`src/sv/xae_pkg.sv`:
```
`timescale 1ns / 1ps
// Shared types, constants and character functions for the XML attribute escaper.
package xae_pkg;

    // Longest input string the length counter is sized for.
    localparam longint unsigned MAX_INPUT_BYTES = 65536;

    // Width of the output byte counter and its saturation point.
    localparam int COUNT_W = 19;
    localparam longint unsigned COUNT_MAX = (64'd1 << COUNT_W) - 64'd1;
    localparam longint unsigned CAP_RAW = 64'd6 * MAX_INPUT_BYTES + 64'd1;
    localparam logic [COUNT_W-1:0] COUNT_CAP =
        (CAP_RAW > COUNT_MAX) ? COUNT_W'(COUNT_MAX) : COUNT_W'(CAP_RAW);

    // Queue between the classifier and the emitter.
    localparam int QUEUE_DEPTH = 4;
    localparam int QPTR_W = $clog2(QUEUE_DEPTH);
    localparam int QCNT_W = $clog2(QUEUE_DEPTH + 1);

    // Position within one escaped run, terminator included (0..6).
    localparam int IDX_W = 3;

    // Special input bytes.
    localparam logic [7:0] CTRL_LIMIT = 8'h20;
    localparam logic [7:0] CHAR_TAB   = 8'h09;
    localparam logic [7:0] CHAR_LF    = 8'h0a;
    localparam logic [7:0] CHAR_DEL   = 8'h7f;

    // How one input byte is rendered.
    typedef enum logic [2:0] {
        KIND_PASS,
        KIND_LT,
        KIND_AMP,
        KIND_GT,
        KIND_APOS,
        KIND_QUOT,
        KIND_HEX
    } kind_t;

    // One classified item as it waits in the queue.
    typedef struct packed {
        kind_t      kind;
        logic [7:0] data;
        logic       eos;
    } desc_t;

    // Queue status seen by both sides.
    typedef struct packed {
        logic full;
        logic empty;
    } queue_stat_t;

    // Sorts one raw byte into its rendering kind.
    function automatic kind_t classify(input logic [7:0] c);
        kind_t k;
        k = KIND_PASS;
        priority if (c == "<")
            k = KIND_LT;
        else if (c == "&")
            k = KIND_AMP;
        else if (c == ">")
            k = KIND_GT;
        else if (c == "'")
            k = KIND_APOS;
        else if (c == "\"")
            k = KIND_QUOT;
        else if ((c < CTRL_LIMIT && c != CHAR_TAB && c != CHAR_LF) || c == CHAR_DEL)
            k = KIND_HEX;
        else
            k = KIND_PASS;
        return k;
    endfunction

    // Number of bytes in the escaped run of one kind.
    function automatic logic [IDX_W-1:0] run_length(input kind_t k);
        logic [IDX_W-1:0] n;
        unique case (k)
            KIND_PASS: n = IDX_W'(1);
            KIND_LT:   n = IDX_W'(4);
            KIND_GT:   n = IDX_W'(4);
            KIND_AMP:  n = IDX_W'(5);
            KIND_APOS: n = IDX_W'(6);
            KIND_QUOT: n = IDX_W'(6);
            KIND_HEX:  n = IDX_W'(6);
            default:   n = IDX_W'(1);
        endcase
        return n;
    endfunction

    // Lower-case hex digit of a nibble.
    function automatic logic [7:0] hex_digit(input logic [3:0] v);
        logic [7:0] d;
        if (v < 4'd10)
            d = 8'h30 + {4'h0, v};
        else
            d = 8'h61 + {4'h0, v} - 8'd10;
        return d;
    endfunction

    // Byte at position idx of the escaped run for data of kind k.
    function automatic logic [7:0] run_char(input kind_t k, input logic [7:0] data,
                                            input logic [IDX_W-1:0] idx);
        logic [47:0] s;
        logic [7:0]  b;
        unique case (k)
            KIND_PASS: s = {data, 40'h0};
            KIND_LT:   s = {"&lt;", 16'h0};
            KIND_GT:   s = {"&gt;", 16'h0};
            KIND_AMP:  s = {"&amp;", 8'h0};
            KIND_APOS: s = "&apos;";
            KIND_QUOT: s = "&quot;";
            KIND_HEX:  s = {"&#x", hex_digit(data[7:4]), hex_digit(data[3:0]), ";"};
            default:   s = 48'h0;
        endcase
        case (idx)
            3'd0:    b = s[47:40];
            3'd1:    b = s[39:32];
            3'd2:    b = s[31:24];
            3'd3:    b = s[23:16];
            3'd4:    b = s[15:8];
            3'd5:    b = s[7:0];
            default: b = 8'h00;
        endcase
        return b;
    endfunction

endpackage

```
`src/sv/xae_front.sv`:
```
`timescale 1ns / 1ps
`default_nettype none
// Input side: accepts raw byte beats and classifies them into queue entries.
module xae_front
    import xae_pkg::*;
(
    input  wire logic        in_valid,
    output logic             in_stall,
    input  wire logic [7:0]  in_byte,
    input  wire logic        end_of_string,
    input  wire queue_stat_t q_stat,
    output logic             push,
    output desc_t            push_desc
);

    // Hold off the source only while the queue is full.
    assign in_stall = q_stat.full;
    assign push     = in_valid && !q_stat.full;

    // Classify the byte on its way into the queue.
    always_comb
    begin
        push_desc.kind = classify(in_byte);
        push_desc.data = in_byte;
        push_desc.eos  = end_of_string;
    end

endmodule
`default_nettype wire

```
`src/sv/xae_queue.sv`:
```
`timescale 1ns / 1ps
`default_nettype none
// Small show-ahead queue of classified items between the front and back ends.
module xae_queue
    import xae_pkg::*;
(
    input  wire logic  clk,
    input  wire logic  rst_n,
    input  wire logic  push,
    input  wire desc_t push_desc,
    input  wire logic  pop,
    output desc_t      head,
    output queue_stat_t stat
);

    desc_t              entry_reg [QUEUE_DEPTH];
    logic [QPTR_W-1:0]  wr_ptr_reg;
    logic [QPTR_W-1:0]  rd_ptr_reg;
    logic [QCNT_W-1:0]  count_reg;
    logic [QPTR_W-1:0]  wr_ptr_next;
    logic [QPTR_W-1:0]  rd_ptr_next;
    logic [QCNT_W-1:0]  count_next;

    // Status and head of queue.
    assign stat.full  = (count_reg == QCNT_W'(QUEUE_DEPTH));
    assign stat.empty = (count_reg == '0);
    assign head       = entry_reg[rd_ptr_reg];

    // Pointer and occupancy updates.
    always_comb
    begin
        wr_ptr_next = push ? wr_ptr_reg + 1'b1 : wr_ptr_reg;
        rd_ptr_next = pop ? rd_ptr_reg + 1'b1 : rd_ptr_reg;
        count_next  = count_reg;
        if (push && !pop)
            count_next = count_reg + 1'b1;
        else if (pop && !push)
            count_next = count_reg - 1'b1;
    end

    // Control state.
    always_ff @(posedge clk or negedge rst_n)
    begin
        if (!rst_n)
        begin
            wr_ptr_reg <= '0;
            rd_ptr_reg <= '0;
            count_reg  <= '0;
        end
        else
        begin
            wr_ptr_reg <= wr_ptr_next;
            rd_ptr_reg <= rd_ptr_next;
            count_reg  <= count_next;
        end
    end

    // Entry storage.
    always_ff @(posedge clk)
    begin
        if (push)
            entry_reg[wr_ptr_reg] <= push_desc;
    end

endmodule
`default_nettype wire

```
`src/sv/xae_back.sv`:
```
`timescale 1ns / 1ps
`default_nettype none
// Output side: walks each queued item through its escaped run and keeps the length count.
module xae_back
    import xae_pkg::*;
(
    input  wire logic              clk,
    input  wire logic              rst_n,
    input  wire desc_t             head,
    input  wire queue_stat_t       q_stat,
    output logic                   pop,
    output logic                   out_valid,
    input  wire logic              out_stall,
    output logic [7:0]             out_byte,
    output logic                   last_of_run,
    output logic                   is_terminator,
    output logic [COUNT_W-1:0]     total_length
);

    logic                 out_valid_reg;
    logic                 out_valid_next;
    logic [7:0]           out_byte_reg;
    logic [7:0]           out_byte_next;
    logic                 last_reg;
    logic                 last_next;
    logic                 term_reg;
    logic                 term_next;
    logic [COUNT_W-1:0]   length_reg;
    logic [COUNT_W-1:0]   length_next;
    logic [COUNT_W-1:0]   count_reg;
    logic [COUNT_W-1:0]   count_next;
    logic [IDX_W-1:0]     idx_reg;
    logic [IDX_W-1:0]     idx_next;
    logic [IDX_W-1:0]     run_len;
    logic [COUNT_W-1:0]   count_bump;
    logic                 advance;
    logic                 emit;
    logic                 at_term;
    logic                 at_last_char;
    logic                 item_done;

    // Position of the head item within its run.
    assign run_len      = run_length(head.kind);
    assign at_term      = head.eos && (idx_reg == run_len);
    assign at_last_char = (idx_reg == run_len - 1'b1);
    assign item_done    = at_term || (at_last_char && !head.eos);
    assign count_bump   = (count_reg < COUNT_CAP) ? count_reg + 1'b1 : count_reg;

    // The output register takes a new beat when empty or being taken.
    assign advance = !out_valid_reg || !out_stall;
    assign emit    = advance && !q_stat.empty;
    assign pop     = emit && item_done;

    // Next output beat, position and count.
    always_comb
    begin
        out_valid_next = out_valid_reg;
        out_byte_next  = out_byte_reg;
        last_next      = last_reg;
        term_next      = term_reg;
        length_next    = length_reg;
        count_next     = count_reg;
        idx_next       = idx_reg;
        if (advance)
            out_valid_next = !q_stat.empty;
        if (emit)
        begin
            out_byte_next = at_term ? 8'h00 : run_char(head.kind, head.data, idx_reg);
            last_next     = item_done;
            term_next     = at_term;
            length_next   = count_bump;
            count_next    = at_term ? '0 : count_bump;
            idx_next      = item_done ? '0 : idx_reg + 1'b1;
        end
    end

    // Control state and count.
    always_ff @(posedge clk or negedge rst_n)
    begin
        if (!rst_n)
        begin
            out_valid_reg <= 1'b0;
            count_reg     <= '0;
            idx_reg       <= '0;
        end
        else
        begin
            out_valid_reg <= out_valid_next;
            count_reg     <= count_next;
            idx_reg       <= idx_next;
        end
    end

    // Output payload register.
    always_ff @(posedge clk)
    begin
        out_byte_reg <= out_byte_next;
        last_reg     <= last_next;
        term_reg     <= term_next;
        length_reg   <= length_next;
    end

    assign out_valid     = out_valid_reg;
    assign out_byte      = out_byte_reg;
    assign last_of_run   = last_reg;
    assign is_terminator = term_reg;
    assign total_length  = length_reg;

endmodule
`default_nettype wire

```
`src/sv/xml_attribute_escaper.sv`:
```
`timescale 1ns / 1ps
`default_nettype none
// Top level of the XML attribute escaper: front classifier, item queue and run emitter.
//
// Each input beat carries one text byte and an end-of-string flag; the block emits
// the escaped form one byte per output beat: a plain byte gives one beat, an entity
// such as &lt; or &#x1f; gives four to six, and a flagged end adds a zero terminator
// beat that carries the total string length (saturating at 393217). The emitter
// produces one output beat per cycle while out_stall is low, so plain text then flows
// at one byte per cycle and an escaped byte stays at the queue head until its whole run
// is emitted; a four-entry queue between the classifier and the emitter lets input keep
// arriving while a run is emitted, and the input stalls only when that queue is full.
// Each accepted input byte passes through its queue entry and then the output register
// before its first output beat is presented.
module xml_attribute_escaper
    import xae_pkg::*;
(
    input  wire logic               clk,
    input  wire logic               rst_n,
    input  wire logic               in_valid,
    output logic                    in_stall,
    input  wire logic [7:0]         in_byte,
    input  wire logic               end_of_string,
    output logic                    out_valid,
    input  wire logic               out_stall,
    output logic [7:0]              out_byte,
    output logic                    last_of_run,
    output logic                    is_terminator,
    output logic [COUNT_W-1:0]      total_length
);

    queue_stat_t q_stat;
    desc_t       push_desc;
    desc_t       head;
    logic        push;
    logic        pop;

    xae_front u_front (
        .in_valid      (in_valid),
        .in_stall      (in_stall),
        .in_byte       (in_byte),
        .end_of_string (end_of_string),
        .q_stat        (q_stat),
        .push          (push),
        .push_desc     (push_desc)
    );

    xae_queue u_queue (
        .clk       (clk),
        .rst_n     (rst_n),
        .push      (push),
        .push_desc (push_desc),
        .pop       (pop),
        .head      (head),
        .stat      (q_stat)
    );

    xae_back u_back (
        .clk           (clk),
        .rst_n         (rst_n),
        .head          (head),
        .q_stat        (q_stat),
        .pop           (pop),
        .out_valid     (out_valid),
        .out_stall     (out_stall),
        .out_byte      (out_byte),
        .last_of_run   (last_of_run),
        .is_terminator (is_terminator),
        .total_length  (total_length)
    );

endmodule
`default_nettype wire

```
`config.mk`:
```
export PLATFORM = sky130hd
export DESIGN_NAME = xml_attribute_escaper
export DESIGN_NICKNAME = d
export VERILOG_FILES = /design/src/sv/xae_pkg.sv /design/src/sv/xae_front.sv /design/src/sv/xae_queue.sv /design/src/sv/xae_back.sv /design/src/sv/xml_attribute_escaper.sv
export SDC_FILE = /design/constraint.sdc
export NUM_CORES = 1
export LEC_CHECK = 0
export BUFFER_PORTS_ARGS = -buffer_cell sky130_fd_sc_hd__buf_2
export CAP_MARGIN = 20
export CORE_UTILIZATION = 53
export DETAILED_ROUTE_END_ITERATION = 7
export PLACE_DENSITY = 0.79
export SYNTH_ARGS = -nofsm -noshare
export SYNTH_HDL_FRONTEND = slang
export SYNTH_SLANG_ARGS = --single-unit
```
`constraint.sdc`:
```
create_clock -name clk -period 4.4 [get_ports clk]
set_input_delay 0.88 -clock clk [delete_from_list [all_inputs] [get_ports clk]]
set_output_delay 0.88 -clock clk [all_outputs]
set_load 0.03 [all_outputs]
```
======== Yosys cells after proc, flatten, opt, wreduce, memory -nomap -nowiden ========
Memories as Yosys holds them, arrays and structs flattened.
Cells that the tools add are included.
word-level totals
  bits in registers ....................... 59
  bits in latches ......................... 0
  RAM bits ................................ 48
  ROM bits ................................ 0
  input port bits ......................... 13
  output and inout bits ................... 31
  word-level logic and storage cells ...... 93
  memories ................................ 1
memory list
  memory             depth  bits a word  read ports  clocked after Yosys merged registers in  write ports  RTL line         RTL
  u_queue.entry_reg  4      12           1           0                                        1            xae_queue.sv:16  desc_t entry_reg [QUEUE_DEPTH];
operators by class
  add/sub/neg operators ................... 13
  multipliers ............................. 0
  divide/modulo/power cells ............... 0
  order comparisons ....................... 4
  equal/unequal tests ..................... 22
  shifts and indexed selects .............. 0
  multiplexer cells ....................... 18
  bitwise operators ....................... 0
  reduce and logical (&&, ||, !) cells .... 25
operator list
  kind                   count
  $pmux 48 s7            1
  $pmux 8 s6             1
  $eq 8x6->1 const B     5
  $mux 19                2
  $mux 3                 9
  $add 19x1->19 const B  1
  $lt 19x19->1 const B   1
  $eq 3x3->1 const B     6
  $add 7x4->8 const A    2
  $mux 8                 2
  $ne 8x4->1 const B     2
  $sub 8x4->8 const B    2
  $add 6x4->7 const A    2
  $eq 3x2->1 const B     4
  $logic_and 1x1->1      9
  $logic_not 3->1        3
  $pmux 3 s3             1
  $eq 8x7->1 const B     1
  $lt 4x4->1 const B     2
  $lt 8x6->1 const B     1
  $logic_not 1->1        7
  $add 3x1->3 const B    2
  $eq 3x1->1 const B     2
  $eq 3x3->1             2
  other kinds (7)        12

======== Depth between registers and ports, before layout ========
An unclocked memory read counts as a cell.
  word-level depth ........................ 12
  gate-level depth with buffers ........... 15

======== Hierarchy ========
From an unflattened synthesis, not the netlist that was laid out.
second synthesis, totals
  cells, all modules ...................... 486
  area total of the unflattened synthesis .. 5708.0 um2
by module, submodules not included
  module     instances  cells each  area each (um2)  sequential area each (um2)
  xae_back   1          361         3345.7           1446.4
  xae_queue  1          97          2153.3           1616.6
  xae_front  1          28          209.0            0.0

======== Least setup slack after synthesis ========
Ideal clock, no wire load.
  kind .................................... register to register
  start point ............................. reg u_queue.rd_ptr_reg[0]
  end point ............................... reg u_queue.count_reg[2]
  setup time .............................. 79 ps
  data arrival time ....................... 2957 ps
  required time ........................... 4321 ps
  setup slack ............................. 1364 ps
  stages on the path, launching flop included .. 16
  clock period less this slack ............ 3036 ps
  path through ............................ dfrtp_1 buf_6 mux4_2 buf_2 or2_1 clkbuf_1 a32oi_1 a211o_1 a21oi_1 inv_1 ha_1 inv_1 fa_1 xor2_1 nor2_1 xor2_1
between the ends
  word-level cells in the longest chain between the ends .. 12
  elaborated cells between the ends (all ways) .. 23
  those cells by class .................... 1 x add/sub; 8 x eq/ne; 2 x mux; 11 x reduce/logical; 1 x memory
ends and longest elaborated chain
  element                                                              RTL line         RTL
  start, declared                                                      xae_queue.sv:18  logic [QPTR_W-1:0] rd_ptr_reg;
  start signal, assigned                                               xae_queue.sv:53  rd_ptr_reg <= rd_ptr_next;
  $mem_v2 4x12 (*)                                                     n/a
  $eq 3x3->1, or another cell as far along                             xae_pkg.sv:77    unique case (k)
  $reduce_or 3->1 (no source line) or $reduce_or 2->1 (tied branches)  n/a
  $pmux 3 s3                                                           xae_pkg.sv:77
  $sub 3x1->3                                                          xae_back.sv:45   assign at_last_char = (idx_reg == run_len - 1'b1);
  $eq 3x3->1                                                           xae_back.sv:45
  $logic_and 1x1->1                                                    xae_back.sv:46   assign item_done = at_term || (at_last_char && !head.eos);
  $logic_or 1x1->1 (*)                                                 xae_back.sv:46
  $logic_and 1x1->1 (*)                                                xae_back.sv:52   assign pop = emit && item_done;
  $logic_not 1->1                                                      xae_queue.sv:35  if (push && !pop)
  $logic_and 1x1->1                                                    xae_queue.sv:35
  $mux 3 or $reduce_bool 2->1 (tied branches)                          n/a
  end signal, assigned                                                 xae_queue.sv:54  count_reg <= count_next;
  end, declared                                                        xae_queue.sv:19  logic [QCNT_W-1:0] count_reg;
Mark *: on every way between the ends. The rest lies on a longest branch, timed or not.
A chain may end at the register's enable or synchronous reset.

======== Final worst setup path ========
Same ends and word-level chain as after synthesis.

==> flow_metrics.env <==
export IMPL_tritoncts="yes"
export IMPL_syn_to_final_growth_pct=9.403
export IMPL_groute_usage_overall_pct=21.63
export IMPL_die_width_um=103.0
export IMPL_place_hpwl_um=7384
export IMPL_tightest_slew_ps=790.7
export IMPL_grt_max_degree=31
export IMPL_initial_core_util_pct=55.02
export IMPL_synth_largest_area_cell="edfxtp_1"
export IMPL_port_buffers=43
export IMPL_fillers=817
export IMPL_synth_top_area_share_pct=42.80
export IMPL_num_rows=36
export IMPL_min_path_type="flip-flop to flip-flop"
export IMPL_placed_cell_area_um2=5709
export IMPL_ys_seq_area_share_pct=56.69
export IMPL_critical_path_max_stage_delay_ps=820
export IMPL_cts_made_buffers=9
export IMPL_peakVddDrop_mv=0.3420
export IMPL_min_delay_path_depth=1
export IMPL_yosys_warnings=0
export IMPL_critPathLaunchType="flip-flop"
export IMPL_yosysMostFrequentCell="edfxtp_1"
export IMPL_min_period_ps=3682
export IMPL_critPathSlowestCell="mux4_2"
export IMPL_diodes=0
export IMPL_die_height_um=103.0
export IMPL_hp_start="u_queue.count_reg[2]$_DFFE_PN0P_"
export IMPL_drive_above_1_share_pct=16.94
export IMPL_synthTopCellsByCount="edfxtp_1 (77), nand2_1 (33), dfrtp_1 (30), nor2_1 (26), o21ai_0 (24)"
export IMPL_status="completed"
export IMPL_cts_root_buf="clkbuf_8"
export IMPL_viasPerCell=5.959
export IMPL_grt_overflow=0
export IMPL_path_cells="mux4_2 > or2_1 > a32oi_1 > a211o_1 > a21oi_1 > inv_1 > ha_1 > inv_1 > fa_1 > xor2_1 > nor2_1 > xor2_1"
export IMPL_wl_per_cell_um=16.97
export IMPL_timing_rr_end="u_queue.count_reg[2]$_DFFE_PN0P_"
export IMPL_rsz0062_at_grt="no"
export IMPL_h_tree_depth=3
export IMPL_leakage_nw=2.277
export IMPL_vias=3748
export IMPL_drv_cap=0
export IMPL_synth_cell_types=59
export IMPL_endpoint_kind="flip-flop"
export IMPL_clkLatencyLatePin_ps=370
export IMPL_synth_edf_count=77
export IMPL_avgSynthCellArea_um2=11.87
export IMPL_cts_buffer_depth=2
export IMPL_synth_ff_type="edfxtp_1"
export IMPL_grt_pass1_wl_um=17190
export IMPL_reg2reg_depth=12
export IMPL_die_area_um2=10600
export IMPL_wl_um=10670
export IMPL_finalHoldViolCount=0
export IMPL_path_buf_inv=2
export IMPL_fin_area_um2=5911
export IMPL_synthArstFlopShare_pct=28.04
export IMPL_ys_top_cells_by_area="edfxtp_1 (43%), dfrtp_1 (14%), mux4_2 (5.0%)"
export IMPL_grt_pass1_vias=3426
export IMPL_synthesis_instances=455
export IMPL_cts_sinks=107
export IMPL_synth_seq_cells=107
export IMPL_p_per_area_nw_per_um2=674.8
export IMPL_max_freq_mhz=271.6
export IMPL_coreArea_um2=9819
export IMPL_place_gp_congestion=0.8723
export IMPL_drt_pass1_iterations=6
export IMPL_syn_nets=482
export IMPL_hold_path_end="u_queue.count_reg[2]$_DFFE_PN0P_"
export IMPL_finalSetupViolations=0
export IMPL_ant_nets=0
export IMPL_period_share_pct=83.68
export IMPL_critPathTopFamily="multiplexers"
export IMPL_fin_setup_tns_ps=0
export IMPL_reg2reg_from="u_queue.rd_ptr_reg[0]$_DFFE_PN0P_"
export IMPL_largest_register_ffs=48
export IMPL_crit_fanout=30
export IMPL_drt_iter0_markers=328
export IMPL_antenna_found_initial=0
export IMPL_fin_skew_ps=12.16
export IMPL_dp_slack_ps=769.4
export IMPL_ios=44
export IMPL_hold_buffers=0
export IMPL_crit_type="flip-flop to flip-flop"
export IMPL_drc_errors=0
export IMPL_worstPathRequired_ps=4690
export IMPL_fin_ws_ps=718.0
export IMPL_cts_clk_slew_worst_paths_ps=90
export IMPL_cts_resized=0
export IMPL_nNetsFinal=518
export IMPL_relSlewSlack_pct=47.23
export IMPL_timing_hold_ws_ps=506.6
export IMPL_crit_arrival_ps=3970
export IMPL_post_cts_buffers=0
export IMPL_final_max_slew_violation_count=0
export IMPL_syn_cell_area_um2=5403
export IMPL_rrSetupSlack_ps=720
==> power by group <==
group          switching [mW]  total (mW)  internal, mW
registers               0.180        1.59          1.41
clock network           0.338       0.608         0.269
logic                    1.15        1.80         0.642
==> through the flow <==
stage / std cells / power, mW / utilization, %
after detailed placement: 613 / 3.392 / 58.14
after global placement: 613 / 3.358 / 58.14
after CTS: 629 / 3.996 / 60.19
after global routing: 629 / 4.264 / 60.19
final: 629 / 3.988 / 60.19
after floorplan: 455 / 2.953 / -
==> worst max path at each step <==
stage                                            from                               end  slack (ps)  depth (start not counted)
floorplan           u_queue.rd_ptr_reg[0]$_DFFE_PN0P_  u_queue.count_reg[2]$_DFFE_PN0P_        1360                         15
global route        u_queue.rd_ptr_reg[0]$_DFFE_PN0P_  u_queue.count_reg[2]$_DFFE_PN0P_         470                         12
global placement    u_queue.rd_ptr_reg[0]$_DFFE_PN0P_  u_queue.count_reg[2]$_DFFE_PN0P_         870                         12
detailed placement  u_queue.rd_ptr_reg[0]$_DFFE_PN0P_  u_queue.count_reg[1]$_DFFE_PN0P_         770                         10
finish              u_queue.rd_ptr_reg[0]$_DFFE_PN0P_  u_queue.count_reg[2]$_DFFE_PN0P_         720                         12
CTS                 u_queue.rd_ptr_reg[0]$_DFFE_PN0P_  u_queue.count_reg[2]$_DFFE_PN0P_         730                         12
==> metal layers <==
layer | vias up | wire (µm) | track usage (%)
met5 | - | 0 | 0
met4 | 0 | 139 | 5.634
met3 | 14 | 578 | 5.220
met2 | 121 | 5047 | 34.21
met1 | 1836 | 4908 | 30.20
li1 | 1777 | - | -
==> placed cells by master (no fill, tap or decap), types with 7 or more instances in the layout <==
cell	instances
nand2_1	33
edfxtp_1	77
nand3_1	14
nor4_1	8
a21oi_1	18
and2_1	7
o21ai_1	10
xor2_1	14
dfrtp_1	30
nor2b_1	8
nand4_1	8
o21ai_0	24
a22o_1	9
or3_1	9
mux4_2	12
xnor2_1	16
inv_1	23
a31oi_1	7
clkbuf_8	9
ha_1	13
nor2_1	26
buf_2	43
nor3_1	12
==> logic make-up (layout without fill, tap and decap cells) <==
family	count (synthesis)	after routing	synth area share [%]
flip-flops	107	107	56.69
multiplexers	14	14	5.419
AO/OA/AOI/OAI	103	103	12.67
buffers and inverters	46	87	3.543
adder cells (fa/ha/maj)	14	14	3.381
AND/OR/NAND/NOR	141	141	13.43
XOR/XNOR	30	30	4.863
==> cell type report <==
| class | instances | area, µm² | share of cell area (%) |
|---|---|---|---|
| timing repair buffer | 46 | 237.7 | 4.022 |
| inverter | 25 | 93.84 | 1.588 |
| clock inverter | 6 | 73.82 | 1.249 |
| multi-input combinational | 302 | 2148 | 36.35 |
| sequential | 107 | 3063 | 51.82 |
| tap | 133 | 166.4 | 2.815 |
| clock buffer | 10 | 127.6 | 2.159 |
No activity file was read; power rests on OpenSTA's default activity.
